===== src/rtl/csd_pkg.sv =====
// Shared types and constants for the command script deframer.
// No dependencies.
package csd_pkg;

   localparam logic [7:0] START_BYTE = 8'h7e;
   localparam logic [7:0] TERM_ID    = 8'hff;
   localparam logic [7:0] TERM_MID   = 8'h01;
   localparam logic [7:0] TERM_LAST  = 8'hfe;

   typedef enum logic [3:0] {
      EV_HDR_BYTE  = 4'd0,
      EV_HDR_DONE  = 4'd1,
      EV_CMD_BYTE  = 4'd2,
      EV_COMMIT    = 4'd3,
      EV_DELAY_LO  = 4'd4,
      EV_DELAY_RDY = 4'd5,
      EV_END       = 4'd6,
      EV_IGNORED   = 4'd7,
      EV_NO_START  = 4'd8,
      EV_BAD_SUM   = 4'd9,
      EV_EARLY_END = 4'd10,
      EV_NO_END    = 4'd11,
      EV_BAD_END   = 4'd12
   } evt_type;

   typedef struct packed {
      evt_type      event_res;
      logic         forward;
      logic [7:0]   data_byte;
      logic [7:0]   command_id;
      logic [7:0]   command_number;
      logic [15:0]  wait_seconds;
      logic [31:0]  begin_time;
      logic [15:0]  repeat_seconds;
      logic [7:0]   total_commands;
   } res_type;

endpackage


===== src/rtl/command_script_deframer.sv =====
// Top level of the command script deframer: handshake and result register.
// Depends on csd_pkg and csd_parser.
//
//   channel   direction  handshake            payload
//   req       in         req_valid/req_ready  script_byte, script_start
//   rsp       out        rsp_valid/rsp_ready  event_res .. total_commands
//
// One script byte per cycle while req_ready is high; each byte's result shows the cycle after.
// The rate is set by the parser state update, registered on each transfer, feeding the result register.
// Reset clears the parser to idle and empties the result register.
// While a result waits on rsp_ready, a new byte is taken only in the cycle
// that the waiting result is transferred out.
module command_script_deframer
   import csd_pkg::*;
(
   input  logic        clock,
   input  logic        reset,
   input  logic        req_valid,
   output logic        req_ready,
   input  logic [7:0]  req_script_byte,
   input  logic        req_script_start,
   output logic        rsp_valid,
   input  logic        rsp_ready,
   output logic [3:0]  rsp_event_res,
   output logic        rsp_forward,
   output logic [7:0]  rsp_data_byte,
   output logic [7:0]  rsp_command_id,
   output logic [7:0]  rsp_command_number,
   output logic [15:0] rsp_wait_seconds,
   output logic [31:0] rsp_begin_time,
   output logic [15:0] rsp_repeat_seconds,
   output logic [7:0]  rsp_total_commands
);

   res_type res;
   res_type rsp_ff;
   logic    rsp_valid_ff;
   logic    accept;

   assign req_ready = !rsp_valid_ff || rsp_ready;
   assign accept    = req_valid && req_ready;

   csd_parser u_parser (
      .clock        (clock),
      .reset        (reset),
      .accept       (accept),
      .script_byte  (req_script_byte),
      .script_start (req_script_start),
      .res          (res)
   );

   always_ff @(posedge clock) begin
      if (reset) begin
         rsp_valid_ff <= 1'b0;
      end else if (accept) begin
         rsp_valid_ff <= 1'b1;
      end else if (rsp_ready) begin
         rsp_valid_ff <= 1'b0;
      end
   end

   always_ff @(posedge clock) begin
      if (accept) begin
         rsp_ff <= res;
      end
   end

   assign rsp_valid          = rsp_valid_ff;
   assign rsp_event_res      = rsp_ff.event_res;
   assign rsp_forward        = rsp_ff.forward;
   assign rsp_data_byte      = rsp_ff.data_byte;
   assign rsp_command_id     = rsp_ff.command_id;
   assign rsp_command_number = rsp_ff.command_number;
   assign rsp_wait_seconds   = rsp_ff.wait_seconds;
   assign rsp_begin_time     = rsp_ff.begin_time;
   assign rsp_repeat_seconds = rsp_ff.repeat_seconds;
   assign rsp_total_commands = rsp_ff.total_commands;

endmodule


===== src/rtl/csd_parser.sv =====
// Script parser: header capture, command framing, checksum and terminator checks.
// Depends on csd_pkg. Produces the result of the byte being transferred this cycle.
module csd_parser
   import csd_pkg::*;
(
   input  logic       clock,
   input  logic       reset,
   input  logic       accept,
   input  logic [7:0] script_byte,
   input  logic       script_start,
   output res_type    res
);

   typedef enum logic [3:0] {
      PH_IDLE  = 4'd0,
      PH_HDR   = 4'd1,
      PH_START = 4'd2,
      PH_ID    = 4'd3,
      PH_LEN   = 4'd4,
      PH_DATA  = 4'd5,
      PH_SUM   = 4'd6,
      PH_DLO   = 4'd7,
      PH_DHI   = 4'd8,
      PH_T1    = 4'd9,
      PH_T2    = 4'd10
   } phase_type;

   phase_type   phase_ff, phase_in, phase_cur;
   logic [2:0]  hdr_pos_ff, hdr_pos_in, hdr_pos_cur;
   logic [31:0] start_time_ff, start_time_in, start_time_cur;
   logic [15:0] repeat_ff, repeat_in, repeat_cur;
   logic [7:0]  count_ff, count_in, count_cur;
   logic [7:0]  index_ff, index_in, index_cur;
   logic [7:0]  left_ff, left_in, left_cur;
   logic [7:0]  xor_ff, xor_in, xor_cur;
   logic [7:0]  id_ff, id_in, id_cur;
   logic [7:0]  dlo_ff, dlo_in, dlo_cur;
   logic        last_slot;
   evt_type     ev;
   logic        fwd;
   logic [15:0] wait_val;

   // A script start restarts the parser and takes this byte as header byte 0.
   always_comb begin
      phase_cur      = script_start ? PH_HDR : phase_ff;
      hdr_pos_cur    = script_start ? 3'd0  : hdr_pos_ff;
      start_time_cur = script_start ? 32'd0 : start_time_ff;
      repeat_cur     = script_start ? 16'd0 : repeat_ff;
      count_cur      = script_start ? 8'd0  : count_ff;
      index_cur      = script_start ? 8'd0  : index_ff;
      left_cur       = script_start ? 8'd0  : left_ff;
      xor_cur        = script_start ? 8'd0  : xor_ff;
      id_cur         = script_start ? 8'd0  : id_ff;
      dlo_cur        = script_start ? 8'd0  : dlo_ff;
   end

   assign last_slot = (index_cur == (count_cur - 8'd1));

   always_comb begin
      phase_in      = phase_cur;
      hdr_pos_in    = hdr_pos_cur;
      start_time_in = start_time_cur;
      repeat_in     = repeat_cur;
      count_in      = count_cur;
      index_in      = index_cur;
      left_in       = left_cur;
      xor_in        = xor_cur;
      id_in         = id_cur;
      dlo_in        = dlo_cur;
      ev            = EV_IGNORED;
      fwd           = 1'b0;
      wait_val      = 16'd0;

      unique case (phase_cur)
         PH_HDR: begin
            case (hdr_pos_cur)
               3'd1: start_time_in[7:0]   = start_time_cur[7:0]   | script_byte;
               3'd2: start_time_in[15:8]  = start_time_cur[15:8]  | script_byte;
               3'd3: start_time_in[23:16] = start_time_cur[23:16] | script_byte;
               3'd4: start_time_in[31:24] = start_time_cur[31:24] | script_byte;
               3'd5: repeat_in[7:0]       = script_byte;
               3'd6: repeat_in[15:8]      = script_byte;
               default: ;
            endcase
            if (hdr_pos_cur == 3'd7) begin
               count_in   = script_byte;
               index_in   = 8'd0;
               hdr_pos_in = 3'd0;
               ev         = EV_HDR_DONE;
               phase_in   = (script_byte == 8'd0) ? PH_IDLE : PH_START;
            end else begin
               hdr_pos_in = hdr_pos_cur + 3'd1;
               ev         = EV_HDR_BYTE;
            end
         end
         PH_START: begin
            if (script_byte == START_BYTE) begin
               xor_in   = 8'd0;
               ev       = EV_CMD_BYTE;
               fwd      = 1'b1;
               phase_in = PH_ID;
            end else begin
               ev       = EV_NO_START;
               phase_in = PH_IDLE;
            end
         end
         PH_ID: begin
            id_in = script_byte;
            if (script_byte == TERM_ID) begin
               ev       = EV_CMD_BYTE;
               phase_in = PH_T1;
            end else if (last_slot) begin
               ev       = EV_NO_END;
               phase_in = PH_IDLE;
            end else begin
               xor_in   = script_byte;
               ev       = EV_CMD_BYTE;
               fwd      = 1'b1;
               phase_in = PH_LEN;
            end
         end
         PH_LEN: begin
            xor_in   = xor_cur ^ script_byte;
            left_in  = script_byte;
            ev       = EV_CMD_BYTE;
            fwd      = 1'b1;
            phase_in = (script_byte == 8'd0) ? PH_SUM : PH_DATA;
         end
         PH_DATA: begin
            xor_in  = xor_cur ^ script_byte;
            left_in = left_cur - 8'd1;
            ev      = EV_CMD_BYTE;
            fwd     = 1'b1;
            if (left_cur == 8'd1) begin
               phase_in = PH_SUM;
            end
         end
         PH_SUM: begin
            if (script_byte == xor_cur) begin
               ev       = EV_COMMIT;
               fwd      = 1'b1;
               phase_in = PH_DLO;
            end else begin
               ev       = EV_BAD_SUM;
               phase_in = PH_IDLE;
            end
         end
         PH_DLO: begin
            dlo_in   = script_byte;
            ev       = EV_DELAY_LO;
            phase_in = PH_DHI;
         end
         PH_DHI: begin
            wait_val = {script_byte, dlo_cur};
            ev       = EV_DELAY_RDY;
            index_in = index_cur + 8'd1;
            phase_in = PH_START;
         end
         PH_T1: begin
            if (script_byte == TERM_MID) begin
               ev       = EV_CMD_BYTE;
               phase_in = PH_T2;
            end else begin
               ev       = EV_BAD_END;
               phase_in = PH_IDLE;
            end
         end
         PH_T2: begin
            if (script_byte != TERM_LAST) begin
               ev = EV_BAD_END;
            end else if (last_slot) begin
               ev = EV_END;
            end else begin
               ev = EV_EARLY_END;
            end
            phase_in = PH_IDLE;
         end
         default: begin
            ev       = EV_IGNORED;
            phase_in = PH_IDLE;
         end
      endcase
   end

   always_comb begin
      res.event_res      = ev;
      res.forward        = fwd;
      res.data_byte      = fwd ? script_byte : 8'd0;
      res.command_id     = id_in;
      res.command_number = index_in;
      res.wait_seconds   = wait_val;
      res.begin_time     = start_time_in;
      res.repeat_seconds = repeat_in;
      res.total_commands = count_in;
   end

   // Advance only on a transfer; otherwise hold.
   always_ff @(posedge clock) begin
      if (reset) begin
         phase_ff      <= PH_IDLE;
         hdr_pos_ff    <= 3'd0;
         start_time_ff <= 32'd0;
         repeat_ff     <= 16'd0;
         count_ff      <= 8'd0;
         index_ff      <= 8'd0;
         left_ff       <= 8'd0;
         xor_ff        <= 8'd0;
         id_ff         <= 8'd0;
         dlo_ff        <= 8'd0;
      end else if (accept) begin
         phase_ff      <= phase_in;
         hdr_pos_ff    <= hdr_pos_in;
         start_time_ff <= start_time_in;
         repeat_ff     <= repeat_in;
         count_ff      <= count_in;
         index_ff      <= index_in;
         left_ff       <= left_in;
         xor_ff        <= xor_in;
         id_ff         <= id_in;
         dlo_ff        <= dlo_in;
      end
   end

endmodule


===== config.mk =====
export PLATFORM = sky130hd
export DESIGN_NAME = command_script_deframer
export DESIGN_NICKNAME = d
export VERILOG_FILES = /design/src/rtl/csd_pkg.sv /design/src/rtl/command_script_deframer.sv /design/src/rtl/csd_parser.sv
export SDC_FILE = /design/constraint.sdc
export NUM_CORES = 1
export LEC_CHECK = 0
export BUFFER_PORTS_ARGS = -buffer_cell sky130_fd_sc_hd__buf_2
export CORE_MARGIN = 1.5
export CORE_UTILIZATION = 35
export CTS_CLUSTER_SIZE = 16
export DETAILED_ROUTE_END_ITERATION = 16
export GPL_TIMING_DRIVEN = 0
export PLACE_DENSITY = 0.51
export SYNTH_ARGS = -nofsm -noshare
export SYNTH_HDL_FRONTEND = slang
export SYNTH_SLANG_ARGS = --single-unit

===== constraint.sdc =====
create_clock -name clock -period 5.8 [get_ports clock]
set_input_delay 1.16 -clock clock [delete_from_list [all_inputs] [get_ports clock]]
set_output_delay 1.16 -clock clock [all_outputs]
set_load 0.005 [all_outputs]

==> results of run 1 <==
## final timing paths
path                            slack [ps]  cells after the start                               from                               to
worst max-delay path                   640                     13                   req_script_start  rsp_total_commands[0]$_DFFE_PP_
worst min-delay path                   500                      2    u_parser.dlo_ff[6]$_SDFFE_PP0P_  u_parser.dlo_ff[6]$_SDFFE_PP0P_
worst max register to register        2570                      8  u_parser.count_ff[1]$_SDFFE_PP0P_       rsp_event_res[3]$_DFFE_PP_
worst min register to register         500                      2    u_parser.dlo_ff[6]$_SDFFE_PP0P_  u_parser.dlo_ff[6]$_SDFFE_PP0P_
## per-layer routing
| metal | vias to the layer above | global-route usage (%) | share of wire, % | wire length [um] |
|---|---|---|---|---|
| met3 | 65 | 2.80 | 6.3 | 2010 |
| met2 | 337 | 34.4 | 44 | 14100 |
| met4 | 0 | 7.58 | 3.1 | 972 |
| met1 | 4090 | 31.6 | 46 | 14600 |
| li1 | 3983 | - | - | - |
| met5 | - | 0 | 0 | 0 |
## Yosys cell counts (14+ instances only)
cell type	count	area, sq um
nand2_1	94	353
a21oi_1	35	175
nor3_1	19	95.1
nand3_1	38	190
a22oi_1	64	480
and3_1	14	87.6
nor2b_1	14	87.6
inv_1	21	78.8
clkbuf_1	63	236
edfxtp_1	101	3030
a22o_1	29	254
dfxtp_1	104	2080
nor2_1	136	510
o21ai_0	47	235
## power by group through the flow
stage / Combinational [mW] / Sequential [mW] / Clock [mW]
global route: 0.279 / 1.59 / 1.54
global placement: 0.252 / 1.62 / 0
floorplan: 0.130 / 1.62 / 0
finish: 0.258 / 1.59 / 1.46
CTS: 0.257 / 1.59 / 1.49
detailed placement: 0.257 / 1.62 / 0
## metrics by stage
stage / setup WS [ps] / hold WS (ps) / std cells / instance area, sq um
after detailed placement: 156 / 483 / 1487 / 10800
after CTS: 683 / 493 / 1529 / 11500
after global placement: -1830 / 473 / 1486 / 10700
after global routing: 292 / 509 / 1530 / 11500
final: 643 / 496 / 1530 / 11500
after floorplan: 484 / 454 / 1002 / 9690
## worst min-delay path, cell delays in order, from the launching register on
cell     delay [ps]
dfxtp_1         320
a22oi_1          60
nor2_1           80
## final cells by class
class | instances | area [sq um]
fill | 2685 | 15600
inverter | 24 | 90.1
tap | 372 | 465
timing repair buffer | 114 | 593
buffer | 82 | 337
clock buffer | 28 | 604
clock inverter | 14 | 145
sequential | 205 | 5110
multi-input combinational | 691 | 4160
## kinds of logic after synthesis
logic type	count (synthesis)	share of synthesized area, %
muxes	7	0.749
xor gates and xnor gates	17	1.54
adders and majority gates	10	1.29
and+or+nand+nor	371	18.1
AOI/OAI and AO/OA	286	21.2
DFF	205	52.8
buffers and inverters	106	4.36
## flip-flops by register name, summed over array words and instances (netlist names)
name / cells
rsp_event_res: 4
u_parser.dlo_ff: 8
u_parser.start_time_ff: 32
rsp_command_id: 8
rsp_total_commands: 8
rsp_command_number: 8
u_parser.phase_ff: 4
u_parser.xor_ff: 8
u_parser.repeat_ff: 16
rsp_forward: 1
rsp_valid: 1
u_parser.id_ff: 8
u_parser.hdr_pos_ff: 3
u_parser.left_ff: 8
rsp_wait_seconds: 16
rsp_repeat_seconds: 16
u_parser.index_ff: 8
rsp_begin_time: 32
u_parser.count_ff: 8
rsp_data_byte: 8
## cells in the final DEF, fill, tap and decap left out, drive strengths merged, types with 8 or more instances in the layout
cell type	n
nor2b	14
nand4	10
o21ai	49
nor2	136
a21oi	37
ha	10
clkinv	13
buf	130
clkbuf	94
a22oi	64
nand2	95
a31oi	13
a21o	11
and3	14
a311oi	9
nand3	40
dfxtp	104
o211ai	12
nor3	21
xnor2	12
inv	23
a22o	29
nor4	8
edfxtp	101
==> summary.txt, run 1 <==
Run status
  – Status: completed

Routing
  – Initial DRT Pass Iterations: 5
  – Vias: 8475
  – Antenna viol nets, final: 0
  – Avg WL per Cell: 20.7 um
  – Initial DRC Count: 855
  – Detailed Route WL: 31700 um
  – Drt via density: 5.54
  – DRC viols: 0

Yosys
  – Cell variety after synth: 78
  – Net Count, Synth: 1025
  – Share of flip-flops with an asynchronous set or reset: 0%
  – Synthesized cell area: roughly 0.0097 sq mm
  – Most common flop cell mapped by yosys: dfxtp_1
  – Syn_area_per_cell: around 9.7 sq um
  – Sequential element share of the synthesized area: between 50% and 60%
  – Post-Syn Instances: 1002
  – Post-synth EDFFs: approximately 100
  – Yosys Warn Count: 0
  – Yosys reg bits: just over 200

Pwr
  – Internal power: 2.48 mW
  – Clock share of power: 44.2%
  – Maximum vdd drop: 0.000187 V
  – P per Cell Area: approximately 290 mW/mm^2
  – Sw power: 825 uW
  – Comb pwr share: 7.8%
  – LEAKAGE: 4.32 nW
  – Flop pwr share: 48.0%
  – Overall power: 3.30 mW
  – Net Sw Frac: approximately a quarter

STA
  – Final Hold Fails: 0
  – Tightest Pin Transition: 1150 ps
  – RSZ-0062 raised after global routing: false
  – Fmax achieved: a little under 200 MHz
  – Fin Setup TNS: 0 ps
  – Setup Viol. Count Final: 0
  – Max-slew violations: 0
  – Crit path time final: 5160 ps
  – Fin crit share: 88.9%
  – Rel. slew slack: 22.8%
  – Clock Skews: 25.5 ps

Finish
  – Share of layout cells above drive strength 1: roughly 16%
  – Syn-to-layout area delta: 18.7%
  – Nets@finish: 1164
  – Final Util: 42.5%
  – N_diodes: 0

Floorplanning
  – Starting Density: between 30% and 40%
  – CORE AREA: 0.0271 sq mm
  – Row cnt: 60
  – Ports: around 120
  – Full die area: 0.0287 sq mm
  – Die W: approximately 170 um
  – Die Ht: 169 um

Worst setup path
  – Slowest CP cell: clkbuf_1
  – Crit path launch type: input pin
  – Worst path cell trace: buf_2, inv_1, clkbuf_1, clkbuf_1, buf_1, nand2_1, inv_1, ha_1, ha_1, clkinv_1, a21oi_2, clkbuf_1, o21ai_0
  – Worst Path Required: 6060 ps
  – Worst EP arrival: 5420 ps
  – Crit Path Category: in -> reg
  – Critical path's top delay family: buffers and inverters
  – Critical path buffers and inverters: 8
  – Slowest stage delay, CP: 570 ps
  – Crit end category: register
  – Crit-path max FO: 10
  – CP most frequent cell: clkbuf_1

Clocking
  – Clock sink count: 205
  – Latest clock arrival within the worst-skew pair: roughly 540 ps
  – Root buf cell: clkbuf_16
  – Clock Path Buffers: 3
  – Hold bufs inserted after CTS: 0
  – Num CTS Buffers: 23
  – Clk slew on worst S/H paths: ~60 ps
  – H-tree levels: 1
  – Setup Fix Bufs, Post-CTS: 0
  – Post-CTS resize count: 0
  – TritonCTS clock tree: yes

Global routing
  – Initial antenna violation count: 0
  – Pin count of the biggest net entering global routing: 62
  – First-pass GRT wire length: approximately 48000 um
  – GRT Total Usage: 22.1%
  – Vias in the first global route: 7972
  – Grt total ovfl: 0

Placement
  – Routability congestion estimate: 0.905
  – Buffers on Ports: 112
  – Dpl hpwl: 21500 um

Hold path
  – Hold Path Class: reg -> reg

Flow run
  – Max-cap violation count: 0
(Power assumes the default switching activity.)
==> inputs of run 2 (changes only) <==
--- a/config.mk
+++ b/config.mk
@@ -5,6 +5,7 @@
 export SDC_FILE = /design/constraint.sdc
 export NUM_CORES = 1
 export LEC_CHECK = 0
+export ABC_AREA = 1
 export BUFFER_PORTS_ARGS = -buffer_cell sky130_fd_sc_hd__buf_2
 export CORE_MARGIN = 1.5
 export CORE_UTILIZATION = 35
==> run 2 against run 1 <==
Compared with the run above:
- combinational power grew 52%
- cell count grew 11%
- largest cell class unchanged
- register-to-register slack improved by 710 ps
- sequential power increased by 4%
- routed wire length fell by 6.4%
- die area is 0.66% higher
- fmax up 72%
- core utilization is 0.19 points higher
- critical endpoint is now u_parser.index_ff[7]$_SDFFE_PP0P_
- critical path depth stayed put
- highest routed layer unchanged
- final area grew 0.72%
- synthesized area increased by 0.67%
- sequential cell count unchanged
==> summary.txt, run 2 <==
Floorplanning
  – Starting Density: 35.9% (+0.14 points)
  – Ports: 116 (unchanged)
  – Row cnt: 60 (unchanged)
  – CORE AREA: 0.0272 sq mm (+0.28%)
  – Full die area: 0.0289 sq mm (+0.66%)
  – Die Ht: 170 um (+0.33%)
  – Die W: 170 um (+0.33%)

Clocking
  – Root buf cell: clkbuf_16
  – Post-CTS resize count: 0 (unchanged)
  – Clock Path Buffers: 3 (unchanged)
  – Setup Fix Bufs, Post-CTS: 0 (unchanged)
  – Clock sink count: 205 (unchanged)
  – Clk slew on worst S/H paths: 60 ps (about the same)
  – TritonCTS clock tree: yes
  – Hold bufs inserted after CTS: 0 (unchanged)
  – Latest clock arrival within the worst-skew pair: 520 ps (-20 ps)
  – H-tree levels: 1 (unchanged)
  – Num CTS Buffers: 24 (+4.3%)

Routing
  – Initial DRC Count: 667 (-22%)
  – Detailed Route WL: 29700 um (-6.4%)
  – Drt via density: 5.05 (-8.7%)
  – Avg WL per Cell: 17.6 um (-15%)
  – Initial DRT Pass Iterations: 5 (unchanged)
  – Vias: 8558 (+0.98%)
  – DRC viols: 0 (unchanged)
  – Antenna viol nets, final: 0 (unchanged)

Finish
  – Nets@finish: 1326 (+14%)
  – Share of layout cells above drive strength 1: 17.5% (+1.5 points)
  – Syn-to-layout area delta: 18.7% (about the same)
  – Most common cell after layout, fill and taps aside: nand2_1
  – Most frequent cells in the layout: nand2_1 (181), inv_1 (144), nor2_1 (137), buf_2 (123), o21ai_0 (110)
  – Final Util: 42.6% (+0.19 points)
  – N_diodes: 0 (unchanged)

Placement
  – Buffers on Ports: 109 (-2.7%)
  – Pre-CTS setup slack: 2250 ps (+2090 ps)
  – Routability congestion estimate: 0.912 (+0.73%)
  – Dpl hpwl: 20200 um (-6.0%)

Yosys
  – Most common flop cell mapped by yosys: dfxtp_1
  – Cell variety after synth: 42 (-46%)
  – Commonest cells post-synth: nand2_1 (181), inv_1 (144), nor2_1 (137), o21ai_0 (110), dfxtp_1 (104)
  – Post-synth EDFFs: 101 (unchanged)
  – Synth top area cells: edfxtp_1 (31%), dfxtp_1 (21%), nand2_1 (7.0%)
  – Top-count cell post-synth: nand2_1
  – Synthesized cell area: 0.00976 sq mm (+0.67%)
  – Post-Syn Instances: 1167 (+16%)
  – Post-synth top area share: 31.1% (-0.21 points)
  – Yosys reg bits: 205 (unchanged)
  – Syn_area_per_cell: 8.36 sq um (-14%)
  – Yosys Warn Count: 0 (unchanged)
  – Net Count, Synth: 1190 (+16%)
  – Biggest area consumer among synthesized cells: edfxtp_1
  – Sequential element share of the synthesized area: 52.4% (-0.35 points)
  – Share of flip-flops with an asynchronous set or reset: 0% (unchanged)

STA
  – Max-slew violations: 0 (unchanged)
  – Final WS setup: 2810 ps (+2160 ps)
  – Tightest Pin Transition: 910 ps (-239 ps)
  – Final Hold Fails: 0 (unchanged)
  – Fin Setup TNS: 0 ps (unchanged)
  – Setup Viol. Count Final: 0 (unchanged)
  – Clock Skews: 9.34 ps (-16.2 ps)
  – Crit path time final: 2990 ps (-2160 ps)
  – Rel. slew slack: 39.4% (+17 points)
  – Fmax achieved: 334 MHz (+72%)
  – RSZ-0062 raised after global routing: false
  – Fin crit share: 51.6% (-37 points)

Worst setup path
  – Worst path cell trace: buf_2, inv_2, buf_4, buf_2, nand2_1, inv_1, ha_1, ha_1, o21ai_2, inv_2, o21ai_1, o21ai_0, inv_1
  – Crit Path Category: in -> reg
  – Crit end category: register
  – Crit-path max FO: 10 (unchanged)
  – Worst EP arrival: 3460 ps (-1960 ps)
  – Crit path launch type: input pin
  – Slowest CP cell: o21ai_1
  – Worst Path Required: 6270 ps (+210 ps)
  – Slowest stage delay, CP: 360 ps (-210 ps)

Global routing
  – GRT Total Usage: 20.5% (-1.6 points)
  – Initial antenna violation count: 0 (unchanged)
  – Vias in the first global route: 7924 (-0.60%)
  – First-pass GRT wire length: 45500 um (-6.1%)
  – Grt total ovfl: 0 (unchanged)
  – Pin count of the biggest net entering global routing: 59 (-4.8%)

Pwr
  – Maximum vdd drop: 0.000162 V (-13%)
  – Overall power: 3.56 mW (+7.7%)
  – P per Cell Area: 307 mW/mm^2 (+6.9%)
  – LEAKAGE: 5.01 nW (+16%)

Run status
  – Status: completed

Flow run
  – Max-cap violation count: 0 (unchanged)

Hold path
  – Hold Path Class: reg -> reg
run 2: cell count changes after synthesis, sizes merged, moves of 22 or more:
| cell | change |
|---|---|
| nand2 | +94 |
| inv | +141 |
| clkbuf | -24 |
| a22oi | -64 |
| o21ai | +91 |
| o31ai | +27 |
| nor2 | +22 |
| a22o | -29 |
| a21oi | +26 |
run 2: cell families after synthesis:
group | Yosys count | share of synthesized area [%]
adder cells (fa/ha/maj) | 10 | 1.28
flip-flops | 205 | 52.4
AND/OR/NAND/NOR | 421 | 18.5
AO/OA/AOI/OAI | 291 | 17.4
XOR/XNOR | 8 | 0.718
buffers and inverters | 232 | 9.63
run 2: final timing paths:
path	start	end	slack (ps)	cells past startpoint
setup / recovery	req_script_start	u_parser.index_ff[7]$_SDFFE_PP0P_	2810	13
hold / removal	u_parser.hdr_pos_ff[0]$_SDFFE_PP0P_	u_parser.hdr_pos_ff[0]$_SDFFE_PP0P_	470	2
setup reg to reg	rsp_valid$_SDFFE_PP0P_	u_parser.hdr_pos_ff[1]$_SDFFE_PP0P_	3280	7
hold reg to reg	u_parser.hdr_pos_ff[0]$_SDFFE_PP0P_	u_parser.hdr_pos_ff[0]$_SDFFE_PP0P_	470	2
run 2: through the flow:
| step | cells | cell area [sq um] | hold slack (ps) |
|---|---|---|---|
| after floorplan | 1167 | 9760 | 441 |
| final | 1693 | 11600 | 469 |
| after CTS | 1693 | 11600 | 470 |
| after detailed placement | 1649 | 10800 | 460 |
| after global routing | 1693 | 11600 | 489 |
| after global placement | 1648 | 10800 | 455 |
run 2: final cells by class:
class / instances / area (sq um)
buffer: 67 / 322
fill: 2824 / 15600
clock buffer: 33 / 676
inverter: 165 / 622
sequential: 205 / 5110
timing repair buffer: 110 / 573
multi-input combinational: 730 / 3700
clock inverter: 11 / 111
tap: 372 / 465
run 2: where the power goes:
group | switching (mW) | internal [mW] | total, mW | leakage, nW
Combinational | 0.269 | 0.123 | 0.392 | 2.75
Clock | 0.610 | 0.903 | 1.51 | 0.379
Sequential | 0.0348 | 1.62 | 1.65 | 1.88
run 2: per-layer routing:
metal,track usage (%),up-vias,part of all wire (%)
met2,31.0,306,43
met4,8.12,0,3.5
li1,-,4178,-
met5,0,-,0
met1,28.8,4013,47
met3,3.77,61,6.5
run 2: worst max-delay path, delay by kind of cell:
kind / cells / cell delay (ps)
adder cells (fa/ha/maj): 2 / 500
AND/OR/NAND/NOR: 1 / 160
AO/OA/AOI/OAI: 3 / 780
buffers and inverters: 7 / 830
